<file path="config.mk">
export PLATFORM = sky130hd
export DESIGN_NAME = amqp_url_stream_parser_top
export DESIGN_NICKNAME = d
export VERILOG_FILES = /design/src/sv/amqpu_pkg.sv /design/src/sv/amqpu_parse_core.sv /design/src/sv/amqp_url_stream_parser_top.sv
export SDC_FILE = /design/constraint.sdc
export NUM_CORES = 1
export LEC_CHECK = 0
export ABC_AREA = 1
export BUFFER_PORTS_ARGS = -buffer_cell sky130_fd_sc_hd__buf_4
export CAP_MARGIN = 20
export CORE_UTILIZATION = 55
export CTS_CLUSTER_DIAMETER = 100
export DETAILED_ROUTE_END_ITERATION = 16
export GPL_TIMING_DRIVEN = 0
export PLACE_DENSITY = 0.77
export SYNTH_ARGS = -nofsm -noshare
export SYNTH_HDL_FRONTEND = slang
export SYNTH_HIERARCHICAL = 1
export SYNTH_SLANG_ARGS = --single-unit
export TNS_END_PERCENT = 5
</file>
<file path="constraint.sdc">
create_clock -name i_clk -period 3.9 [get_ports i_clk]
set_input_delay 0.39 -clock i_clk [delete_from_list [all_inputs] [get_ports i_clk]]
set_output_delay 0.39 -clock i_clk [all_outputs]
set_load 0.01 [all_outputs]
</file>
<file path="src/sv/amqpu_pkg.sv">
// ----------------------------------------------------------------------------
// amqpu_pkg
// Shared types and constants for the AMQP URL stream parser.
// ----------------------------------------------------------------------------
package amqpu_pkg;

    localparam int BYTE_W    = 8;
    localparam int SEG_W     = 3;
    localparam int PORT_W    = 16;
    localparam int CFG_IDX_W = 1;
    localparam int TDATA_W   = 40;

    localparam logic [PORT_W-1:0]    PLAIN_PORT_RST = 16'd5672;
    localparam logic [PORT_W-1:0]    TLS_PORT_RST   = 16'd5671;
    localparam logic [CFG_IDX_W-1:0] CFG_PLAIN_PORT = 1'b0;
    localparam logic [CFG_IDX_W-1:0] CFG_TLS_PORT   = 1'b1;

    typedef struct packed {
        logic              char_valid;
        logic [BYTE_W-1:0] char_value;
        logic [SEG_W-1:0]  segment_tag;
        logic              done_res;
        logic              status;
        logic [PORT_W-1:0] port_number;
        logic              tls_scheme;
        logic              first_is_user;
        logic              second_present;
        logic              host_given;
        logic              vhost_given;
    } t_result;

endpackage

</file>
<file path="src/sv/amqpu_parse_core.sv">
// ----------------------------------------------------------------------------
// amqpu_parse_core
// Parse state and combinational step logic: prefix check, escape decode,
// delimiter handling, port accumulation and the verdict on the end item.
// ----------------------------------------------------------------------------
module amqpu_parse_core (
    input  logic                       i_clk,
    input  logic                       i_rst_n,
    input  logic                       i_step,
    input  logic [amqpu_pkg::BYTE_W-1:0] i_byte,
    input  logic                       i_end,
    input  logic [amqpu_pkg::PORT_W-1:0] i_plain_port,
    input  logic [amqpu_pkg::PORT_W-1:0] i_tls_port,
    output amqpu_pkg::t_result         o_res
);
    import amqpu_pkg::*;

    localparam logic [3:0] PH_PREFIX = 4'd0;
    localparam logic [3:0] PH_A      = 4'd1;
    localparam logic [3:0] PH_B      = 4'd2;
    localparam logic [3:0] PH_H      = 4'd3;
    localparam logic [3:0] PH_V6     = 4'd4;
    localparam logic [3:0] PH_AFTER  = 4'd5;
    localparam logic [3:0] PH_PORT   = 4'd6;
    localparam logic [3:0] PH_VHOST  = 4'd7;
    localparam logic [3:0] PH_DONE   = 4'd8;
    localparam logic [3:0] PH_ERR    = 4'd9;

    localparam logic [SEG_W-1:0] SEG_FIRST  = 3'd0;
    localparam logic [SEG_W-1:0] SEG_SECOND = 3'd1;
    localparam logic [SEG_W-1:0] SEG_HOST   = 3'd2;
    localparam logic [SEG_W-1:0] SEG_V6     = 3'd3;
    localparam logic [SEG_W-1:0] SEG_PORT   = 3'd4;
    localparam logic [SEG_W-1:0] SEG_VHOST  = 3'd5;

    localparam int RF_USER   = 0;
    localparam int RF_SECOND = 1;
    localparam int RF_HOST   = 2;
    localparam int RF_VHOST  = 3;

    localparam logic [16:0] PORT_SAT = 17'h10000;

    function automatic logic [7:0] pfx_char(input logic tls, input logic [2:0] pos);
        logic [7:0] c;
        unique case (pos)
            3'd0:    c = "a";
            3'd1:    c = "m";
            3'd2:    c = "q";
            3'd3:    c = "p";
            3'd4:    c = tls ? "s" : ":";
            3'd5:    c = tls ? ":" : "/";
            3'd6:    c = "/";
            default: c = tls ? "/" : 8'h00;
        endcase
        return c;
    endfunction

    // {valid, nibble}
    function automatic logic [4:0] hex_val(input logic [7:0] b);
        logic [4:0] h;
        if (b >= "0" && b <= "9")      h = {1'b1, b[3:0]};
        else if (b >= "a" && b <= "f") h = {1'b1, 4'(b - 8'h57)};
        else if (b >= "A" && b <= "F") h = {1'b1, 4'(b - 8'h37)};
        else                           h = 5'b0;
        return h;
    endfunction

    logic [3:0]        r_phase,    n_phase;
    logic [3:0]        r_pos,      n_pos;
    logic              r_tls,      n_tls;
    logic [1:0]        r_esc_cnt,  n_esc_cnt;
    logic [3:0]        r_esc_val,  n_esc_val;
    logic [SEG_W-1:0]  r_seg,      n_seg;
    logic              r_seg_ne,   n_seg_ne;
    logic [16:0]       r_acc,      n_acc;
    logic              r_port_ok,  n_port_ok;
    logic              r_port_giv, n_port_giv;
    logic [3:0]        r_flags,    n_flags;

    logic       do_delim;
    logic       do_data;
    logic [7:0] dval;
    logic [7:0] pexp;
    logic [4:0] hx;
    logic [7:0] esc_full;
    logic       is_dl;
    logic       port_bad;
    logic [19:0] acc_sum;
    logic [3:0] pos_inc;

    always_comb begin
        n_phase    = r_phase;
        n_pos      = r_pos;
        n_tls      = r_tls;
        n_esc_cnt  = r_esc_cnt;
        n_esc_val  = r_esc_val;
        n_seg      = r_seg;
        n_seg_ne   = r_seg_ne;
        n_acc      = r_acc;
        n_port_ok  = r_port_ok;
        n_port_giv = r_port_giv;
        n_flags    = r_flags;
        o_res      = '0;

        do_delim = 1'b0;
        do_data  = 1'b0;
        dval     = i_byte;
        pexp     = pfx_char(r_tls, r_pos[2:0]);
        hx       = hex_val(i_byte);
        esc_full = {r_esc_val, hx[3:0]};
        pos_inc  = r_pos + 4'd1;
        is_dl    = (i_byte == 8'h00) || (i_byte == "/") || (i_byte == "?") ||
                   (i_byte == "#") || (i_byte == "[") || (i_byte == "]") ||
                   ((r_phase != PH_V6) && ((i_byte == ":") || (i_byte == "@")));
        port_bad = r_port_giv && !(r_port_ok && !r_acc[16]);
        acc_sum  = {r_acc, 3'b0} + {2'b0, r_acc, 1'b0} + {16'b0, dval[3:0]};

        if (i_end) begin
            dval = 8'h00;
            if (r_phase == PH_PREFIX || r_esc_cnt != 2'd0) begin
                n_phase   = PH_ERR;
                n_esc_cnt = 2'd0;
            end else if (r_phase != PH_DONE && r_phase != PH_ERR) begin
                do_delim = 1'b1;
            end
        end else if (r_phase == PH_PREFIX) begin
            if (!r_tls && r_pos == 4'd4 && i_byte == "s") begin
                n_tls = 1'b1;
                n_pos = 4'd5;
            end else if (pexp != i_byte) begin
                n_phase   = PH_ERR;
                n_esc_cnt = 2'd0;
            end else begin
                n_pos = pos_inc;
                if (pos_inc >= (r_tls ? 4'd8 : 4'd7)) begin
                    n_phase  = PH_A;
                    n_seg    = SEG_FIRST;
                    n_seg_ne = 1'b0;
                end
            end
        end else if (r_phase != PH_DONE && r_phase != PH_ERR) begin
            if (r_esc_cnt == 2'd1) begin
                if (!hx[4]) begin
                    n_phase   = PH_ERR;
                    n_esc_cnt = 2'd0;
                end else begin
                    n_esc_val = hx[3:0];
                    n_esc_cnt = 2'd2;
                end
            end else if (r_esc_cnt == 2'd2) begin
                n_esc_cnt = 2'd0;
                if (!hx[4] || esc_full[7]) begin
                    n_phase = PH_ERR;
                end else begin
                    do_data = 1'b1;
                    dval    = esc_full;
                end
            end else if (i_byte == "%") begin
                n_esc_cnt = 2'd1;
            end else if (is_dl) begin
                do_delim = 1'b1;
            end else begin
                do_data = 1'b1;
            end
        end

        acc_sum = {r_acc, 3'b0} + {2'b0, r_acc, 1'b0} + {16'b0, dval[3:0]};

        if (do_data) begin
            if (r_phase == PH_AFTER) begin
                n_phase   = PH_ERR;
                n_esc_cnt = 2'd0;
            end else begin
                if (r_phase == PH_B || r_phase == PH_PORT) begin
                    if (dval >= "0" && dval <= "9") begin
                        n_acc = (acc_sum > 20'd65535) ? PORT_SAT : acc_sum[16:0];
                        if (!r_seg_ne) n_port_ok = 1'b1;
                    end else begin
                        n_port_ok = 1'b0;
                    end
                end
                n_seg_ne         = 1'b1;
                o_res.char_valid  = 1'b1;
                o_res.char_value  = dval;
                o_res.segment_tag = r_seg;
            end
        end

        if (do_delim) begin
            // per phase: open the next segment, or tail: port check, then vhost, end or error
            unique case (r_phase)
                PH_A: begin
                    if (dval == ":") begin
                        n_flags[RF_HOST]   = r_seg_ne;
                        n_flags[RF_SECOND] = 1'b1;
                        n_phase = PH_B; n_seg = SEG_SECOND; n_seg_ne = 1'b0;
                        n_port_giv = 1'b1; n_acc = '0; n_port_ok = 1'b0;
                    end else if (dval == "@") begin
                        n_flags[RF_USER] = 1'b1;
                        n_phase = PH_H; n_seg = SEG_HOST; n_seg_ne = 1'b0;
                    end else if (dval == "[") begin
                        if (r_seg_ne) begin
                            n_phase = PH_ERR;
                        end else begin
                            n_phase = PH_V6; n_seg = SEG_V6; n_seg_ne = 1'b0;
                        end
                    end else begin
                        n_flags[RF_HOST] = r_seg_ne;
                        if (port_bad) n_phase = PH_ERR;
                        else if (dval == "/") begin
                            n_flags[RF_VHOST] = 1'b1;
                            n_phase = PH_VHOST; n_seg = SEG_VHOST; n_seg_ne = 1'b0;
                        end else if (dval == 8'h00) n_phase = PH_DONE;
                        else n_phase = PH_ERR;
                    end
                end
                PH_B: begin
                    if (dval == "@") begin
                        n_flags[RF_USER] = 1'b1;
                        n_flags[RF_HOST] = 1'b0;
                        n_port_giv = 1'b0;
                        n_phase = PH_H; n_seg = SEG_HOST; n_seg_ne = 1'b0;
                    end else if (dval == ":") begin
                        n_phase = PH_PORT; n_seg = SEG_PORT; n_seg_ne = 1'b0;
                        n_port_giv = 1'b1; n_acc = '0; n_port_ok = 1'b0;
                    end else if (dval == "[") begin
                        n_phase = PH_ERR;
                    end else begin
                        if (port_bad) n_phase = PH_ERR;
                        else if (dval == "/") begin
                            n_flags[RF_VHOST] = 1'b1;
                            n_phase = PH_VHOST; n_seg = SEG_VHOST; n_seg_ne = 1'b0;
                        end else if (dval == 8'h00) n_phase = PH_DONE;
                        else n_phase = PH_ERR;
                    end
                end
                PH_H: begin
                    if (dval == ":") begin
                        n_flags[RF_HOST] = r_seg_ne;
                        n_phase = PH_PORT; n_seg = SEG_PORT; n_seg_ne = 1'b0;
                        n_port_giv = 1'b1; n_acc = '0; n_port_ok = 1'b0;
                    end else if (dval == "[") begin
                        if (r_seg_ne) begin
                            n_phase = PH_ERR;
                        end else begin
                            n_phase = PH_V6; n_seg = SEG_V6; n_seg_ne = 1'b0;
                        end
                    end else begin
                        n_flags[RF_HOST] = r_seg_ne;
                        if (port_bad) n_phase = PH_ERR;
                        else if (dval == "/") begin
                            n_flags[RF_VHOST] = 1'b1;
                            n_phase = PH_VHOST; n_seg = SEG_VHOST; n_seg_ne = 1'b0;
                        end else if (dval == 8'h00) n_phase = PH_DONE;
                        else n_phase = PH_ERR;
                    end
                end
                PH_V6: begin
                    if (dval == "]") begin
                        n_flags[RF_HOST] = 1'b1;
                        n_phase = PH_AFTER; n_seg = SEG_V6; n_seg_ne = 1'b0;
                    end else begin
                        n_phase = PH_ERR;
                    end
                end
                PH_AFTER: begin
                    if (dval == ":") begin
                        n_phase = PH_PORT; n_seg = SEG_PORT; n_seg_ne = 1'b0;
                        n_port_giv = 1'b1; n_acc = '0; n_port_ok = 1'b0;
                    end else if (port_bad) n_phase = PH_ERR;
                    else if (dval == "/") begin
                        n_flags[RF_VHOST] = 1'b1;
                        n_phase = PH_VHOST; n_seg = SEG_VHOST; n_seg_ne = 1'b0;
                    end else if (dval == 8'h00) n_phase = PH_DONE;
                    else n_phase = PH_ERR;
                end
                PH_PORT: begin
                    if (port_bad) n_phase = PH_ERR;
                    else if (dval == "/") begin
                        n_flags[RF_VHOST] = 1'b1;
                        n_phase = PH_VHOST; n_seg = SEG_VHOST; n_seg_ne = 1'b0;
                    end else if (dval == 8'h00) n_phase = PH_DONE;
                    else n_phase = PH_ERR;
                end
                PH_VHOST: begin
                    if (dval == 8'h00) n_phase = PH_DONE;
                    else n_phase = PH_ERR;
                end
                default: begin
                end
            endcase
            if (n_phase == PH_ERR) n_esc_cnt = 2'd0;
        end

        if (i_end) begin
            o_res.done_res = 1'b1;
            if (n_phase == PH_DONE) begin
                o_res.port_number    = n_port_giv ? n_acc[15:0]
                                     : (n_tls ? i_tls_port : i_plain_port);
                o_res.tls_scheme     = n_tls;
                o_res.first_is_user  = n_flags[RF_USER];
                o_res.second_present = n_flags[RF_SECOND];
                o_res.host_given     = n_flags[RF_HOST];
                o_res.vhost_given    = n_flags[RF_VHOST];
            end else begin
                o_res.status = 1'b1;
            end
            n_phase    = PH_PREFIX;
            n_pos      = '0;
            n_tls      = 1'b0;
            n_esc_cnt  = '0;
            n_esc_val  = '0;
            n_seg      = SEG_FIRST;
            n_seg_ne   = 1'b0;
            n_acc      = '0;
            n_port_ok  = 1'b0;
            n_port_giv = 1'b0;
            n_flags    = '0;
        end
    end

    always_ff @(posedge i_clk) begin
        if (!i_rst_n) begin
            r_phase    <= PH_PREFIX;
            r_pos      <= '0;
            r_tls      <= 1'b0;
            r_esc_cnt  <= '0;
            r_esc_val  <= '0;
            r_seg      <= SEG_FIRST;
            r_seg_ne   <= 1'b0;
            r_acc      <= '0;
            r_port_ok  <= 1'b0;
            r_port_giv <= 1'b0;
            r_flags    <= '0;
        end else if (i_step) begin
            r_phase    <= n_phase;
            r_pos      <= n_pos;
            r_tls      <= n_tls;
            r_esc_cnt  <= n_esc_cnt;
            r_esc_val  <= n_esc_val;
            r_seg      <= n_seg;
            r_seg_ne   <= n_seg_ne;
            r_acc      <= n_acc;
            r_port_ok  <= n_port_ok;
            r_port_giv <= n_port_giv;
            r_flags    <= n_flags;
        end
    end

endmodule

</file>
<file path="src/sv/amqp_url_stream_parser_top.sv">
// ----------------------------------------------------------------------------
// amqp_url_stream_parser_top
// Streams an AMQP URL in one byte per item and streams out one result per
// item: decoded component bytes with segment tags, and the verdict on the
// end item.
// ----------------------------------------------------------------------------
// Usage:
//   Slave side: s_tdata carries the URL byte, s_tlast marks the terminator
//   item (its byte is ignored). Every accepted item yields exactly one item
//   on the master side, in order.
//   Master side: m_tuser is char_valid; m_tlast is done_res and carries the
//   status, port, TLS and resolution flags in m_tdata.
//   Config: i_cfg_we writes the default plain (index 0) or TLS (index 1)
//   port; write only while the block is idle.
//   Path: the input register takes the item, then the parse step loads
//   the result register from it once that register is free.
//   Throughput: one item per cycle while m_tready stays high; the parse
//   state loop updates on every step, so consecutive bytes never wait
//   on each other.
//   Reset: parse state returns to prefix matching, default ports to 5672
//   and 5671, both pipeline registers are emptied.
//   Stall: the result register holds while m_tready is low; one more item
//   is taken into the input register, then s_tready drops.
// ----------------------------------------------------------------------------
module amqp_url_stream_parser_top (
    input  logic                          i_clk,
    input  logic                          i_rst_n,
    input  logic                          i_s_tvalid,
    output logic                          o_s_tready,
    input  logic [7:0]                    i_s_tdata,  // [7:0] url_byte
    input  logic                          i_s_tlast,  // end_of_url
    output logic                          o_m_tvalid,
    input  logic                          i_m_tready,
    // [7:0] char_value, [10:8] segment_tag, [11] status, [27:12] port_number,
    // [28] tls_scheme, [29] first_is_user, [30] second_present,
    // [31] host_given, [32] vhost_given, [39:33] zero
    output logic [amqpu_pkg::TDATA_W-1:0] o_m_tdata,
    output logic                          o_m_tuser,  // char_valid
    output logic                          o_m_tlast,  // done_res
    input  logic                          i_cfg_we,
    input  logic [amqpu_pkg::CFG_IDX_W-1:0] i_cfg_index,
    input  logic [amqpu_pkg::PORT_W-1:0]  i_cfg_wdata
);
    import amqpu_pkg::*;

    logic              r_in_valid;
    logic [BYTE_W-1:0] r_in_byte;
    logic              r_in_end;
    logic              r_out_valid;
    t_result           r_out_res;
    t_result           core_res;
    logic [PORT_W-1:0] r_plain_port;
    logic [PORT_W-1:0] r_tls_port;
    logic              step;

    assign step       = r_in_valid && (!r_out_valid || i_m_tready);
    assign o_s_tready = !r_in_valid || step;

    always_ff @(posedge i_clk) begin
        if (!i_rst_n) begin
            r_in_valid <= 1'b0;
        end else if (i_s_tvalid && o_s_tready) begin
            r_in_valid <= 1'b1;
        end else if (step) begin
            r_in_valid <= 1'b0;
        end
    end

    always_ff @(posedge i_clk) begin
        if (i_s_tvalid && o_s_tready) begin
            r_in_byte <= i_s_tdata;
            r_in_end  <= i_s_tlast;
        end
    end

    always_ff @(posedge i_clk) begin
        if (!i_rst_n) begin
            r_plain_port <= PLAIN_PORT_RST;
            r_tls_port   <= TLS_PORT_RST;
        end else if (i_cfg_we) begin
            unique case (i_cfg_index)
                CFG_PLAIN_PORT: r_plain_port <= i_cfg_wdata;
                CFG_TLS_PORT:   r_tls_port   <= i_cfg_wdata;
                default: begin
                end
            endcase
        end
    end

    amqpu_parse_core u_core (
        .i_clk        (i_clk),
        .i_rst_n      (i_rst_n),
        .i_step       (step),
        .i_byte       (r_in_byte),
        .i_end        (r_in_end),
        .i_plain_port (r_plain_port),
        .i_tls_port   (r_tls_port),
        .o_res        (core_res)
    );

    always_ff @(posedge i_clk) begin
        if (!i_rst_n) begin
            r_out_valid <= 1'b0;
        end else if (step) begin
            r_out_valid <= 1'b1;
        end else if (i_m_tready) begin
            r_out_valid <= 1'b0;
        end
    end

    always_ff @(posedge i_clk) begin
        if (step) begin
            r_out_res <= core_res;
        end
    end

    assign o_m_tvalid = r_out_valid;
    assign o_m_tuser  = r_out_res.char_valid;
    assign o_m_tlast  = r_out_res.done_res;
    assign o_m_tdata  = {7'b0,
                         r_out_res.vhost_given,
                         r_out_res.host_given,
                         r_out_res.second_present,
                         r_out_res.first_is_user,
                         r_out_res.tls_scheme,
                         r_out_res.port_number,
                         r_out_res.status,
                         r_out_res.segment_tag,
                         r_out_res.char_value};

endmodule

</file>
==> impl_metrics.env <==
export IMPL_vdd_drop_max_v=0.0002866
export IMPL_cts_root_buffer="clkbuf_16"
export IMPL_power_frac_clock=0.456
export IMPL_n_fill_cell=1322
export IMPL_globalRouteOverflowTotal=0
export IMPL_ys_top_cells_by_area="dfxtp_1 18%, edfxtp_1 15%, nand2_1 12%"
export IMPL_clock_fmax_ghz=0.2386
export IMPL_synth_top_area_share=0.1770
export IMPL_grt_pass1_wl_um=40070
export IMPL_whs_path_depth=1
export IMPL_ant_nets=0
export IMPL_areaGrowthSynthToFinish_pct=23.24
export IMPL_gp_congestion=0.9635
export IMPL_synth_area_leader_cell="dfxtp_1"
export IMPL_die_w_um=127.0
export IMPL_clk_insertion_delay_late_ps=430
export IMPL_multi_input_area_sq_mm=0.005351
export IMPL_yosys_cell_count_top_type="nand2_1"
export IMPL_vias=9040
export IMPL_crit_type="reg -> reg"
export IMPL_viasPerCell=5.776
export IMPL_clock_skew_ps=9.208
export IMPL_grt_pass1_vias=7925
export IMPL_finalSetupViolations=31
export IMPL_start_util=0.5655
export IMPL_min_from="i_s_tdata[6]"
export IMPL_critical_path_required_ps=4080
export IMPL_wire_per_inst_um=16.60
export IMPL_grt_max_degree=24
export IMPL_rsz0062_at_grt="yes"
export IMPL_regToRegStartpoint="r_in_byte[3]"
export IMPL_dpl_instance_area_sq_mm=0.009433
export IMPL_holdBufCountCts=0
export IMPL_crit_fanout=8
export IMPL_antenna_found_initial=0
export IMPL_core_area_sq_mm=0.01520
export IMPL_finalPower_w=0.003444
export IMPL_hpwl_um=18310
export IMPL_ys_seq_elements=120
export IMPL_port_buffers=66
export IMPL_cts_sinks=120
export IMPL_p_per_area_mw_per_mm2=325.0
export IMPL_synth_common_cells="270 x nand2_1, 168 x nor2_1, 118 x nand3_1"
export IMPL_worst_pin_slew_ps=859.0
export IMPL_synth_edf_count=44
export IMPL_final_area_sq_mm=0.01060
export IMPL_status="finished with violations"
export IMPL_slew_violations=0
export IMPL_pwr_share_comb=0.143
export IMPL_worst_slack_ps=-291.2
export IMPL_layout_nets=1443
export IMPL_regArea_sq_mm=0.002843
export IMPL_period_minus_slack_ps=4191
export IMPL_gr_usage_all_layers=0.3177
export IMPL_startpoint="r_in_byte[3]"
export IMPL_numCtsBuffers=17
export IMPL_swShare=0.2939
export IMPL_antenna_cells=0
export IMPL_end_kind="register"
export IMPL_cts_tree="done"
export IMPL_switching_power_w=0.001012
export IMPL_htreeDepth=4
export IMPL_io_pins=75
export IMPL_die_h_um=127.0
export IMPL_drive_gt1_frac=0.2273
export IMPL_ys_seq_area_frac=0.3307
export IMPL_p_leak_nw=4.674
export IMPL_maxCapViolCount=0
export IMPL_synthFlopType="dfxtp_1"
export IMPL_cts_path_max_buffers=2
export IMPL_ys_async_sr_fraction=0
export IMPL_clkTransAtPathRegs_ps=60
export IMPL_drc=0
export IMPL_relSlewSlack=0.4230
export IMPL_drt_wl_total_um=25980
export IMPL_hold_viol_final=0
export IMPL_hold_class="in -> reg"
export IMPL_drt_iter0_drc=908
export IMPL_row_count=45
export IMPL_syn_area_per_cell_sq_um=6.955
export IMPL_dieArea_sq_mm=0.01614
export IMPL_power_frac_seq=0.400
export IMPL_syn_inst=1236
export IMPL_setup_tns_final_ps=-4208
export IMPL_first_pass_iters=7
export IMPL_p_int_w=0.002432
export IMPL_yosysWarnings=6
export IMPL_arrival_ps=4370
export IMPL_synth_area_sq_mm=0.008597
export IMPL_r2r_cells=27
export IMPL_synth_cell_types=50
export IMPL_violations="setup timing"
export IMPL_finalCritPeriodShare=1.075
export IMPL_cp_start_kind="register"
## final cells by class
type                            instances  area share
Inverter                              133     0.04783
Sequential cell                       120      0.2683
Clock buffer                           17     0.04015
Timing Repair Buffer                  102     0.07487
Clock inverter                         15     0.01464
Tap cell                              188     0.02220
Multi-Input combinational cell        944      0.5051
Buffer                                 46     0.02692
## power by group through the flow
stage	clock network, W	logic, W	registers, W
detailed placement	0	0.000449	0.00141
CTS	0.00159	0.000472	0.00138
finish	0.00157	0.000493	0.00138
floorplan	0	0.000296	0.00141
global route	0.00165	0.000535	0.00138
global placement	0	0.000441	0.00141
## flip-flops by register name, indices dropped and copies added (netlist names)
signal             flops
o_m_tdata             33
u_core/r_acc          17
r_plain_port          16
r_tls_port            16
r_in_byte              8
u_core/r_esc_val       4
u_core/r_flags         4
u_core/r_phase         4
u_core/r_pos           4
u_core/r_seg           3
u_core/r_esc_cnt       2
o_m_tlast              1
o_m_tuser              1
o_m_tvalid             1
r_in_end               1
r_in_valid             1
u_core/r_port_giv      1
u_core/r_port_ok       1
u_core/r_seg_ne        1
u_core/r_tls           1
## path summary, 6_finish.rpt
path                                        end  slack, ps
worst max-delay path              o_m_tdata[24]       -290
worst min-delay path               r_in_byte[6]        140
worst max register to register    o_m_tdata[24]       -290
worst min register to register  r_plain_port[5]        460
## metal layers
layer	global-route usage	part of all wire
met5	0	0
met4	0.09874	0.018
met3	0.05695	0.075
met2	0.5013	0.46
met1	0.4432	0.45
## critical path, stage by stage, from the launching register on
cell      delay, ps
edfxtp_1        380
buf_6           150
inv_2           110
nor2_1           70
nor2_2          200
nand3_4         110
nor2_4          150
nand2_4          90
nand2_4          80
nand2_4          50
nor2_4          170
ha_4            240
ha_4            160
fa_2            360
nand3_2         110
nand2_4          80
a21oi_4         170
inv_2            60
buf_4           130
buf_4           120
buf_4           120
a31oi_2         140
xor2_1          270
o21ai_2         120
nand2_1          80
nand2_1          60
nand3_1          90
nor2_2           50
## cell families after synthesis
family          Yosys count  synth area share
buf+inv                 179           0.09213
compound gates          219            0.1407
flops                   120            0.3307
simple gates            647            0.3429
fa+ha+maj                48           0.07073
xor+xnor                 22           0.02241
other cells               1         0.0004362
## through the flow
step,instances,worst slack (ps),hold WS (ps),util
final,1565,-291.2,135.7,0.6970
after global routing,1565,-457.8,122.3,0.6970
after CTS,1560,-165.4,122.4,0.6835
after detailed placement,1497,-903.6,444.8,0.6205
after global placement,1496,-907.3,441.2,0.6182
after floorplan,1242,-57.57,429.6,-
## placed cells by master, fill, tap and decap left out, types with 14 or more instances in the layout
| cell type | count |
|---|---|
| nor2_1 | 163 |
| o21ai_0 | 69 |
| nand4_1 | 16 |
| o21ai_2 | 15 |
| dfxtp_1 | 76 |
| buf_4 | 111 |
| xor2_1 | 14 |
| nand2_2 | 21 |
| inv_1 | 105 |
| nand3_1 | 105 |
| nor2_2 | 28 |
| a21oi_1 | 80 |
| nand2_1 | 254 |
| edfxtp_1 | 44 |
| ha_1 | 41 |
| clkbuf_16 | 17 |
| inv_2 | 22 |
| clkbuf_1 | 19 |
| nand3_2 | 16 |
## timing repair
action / 4_1_cts / 5_1_grt
gates resized for setup: 41 / 39
setup endpoints to repair: 33 / 34
pin swaps: 24 / 28
cloned: 1 / 0
buffers inserted: 30 / 5
(Power assumes the default switching activity.)
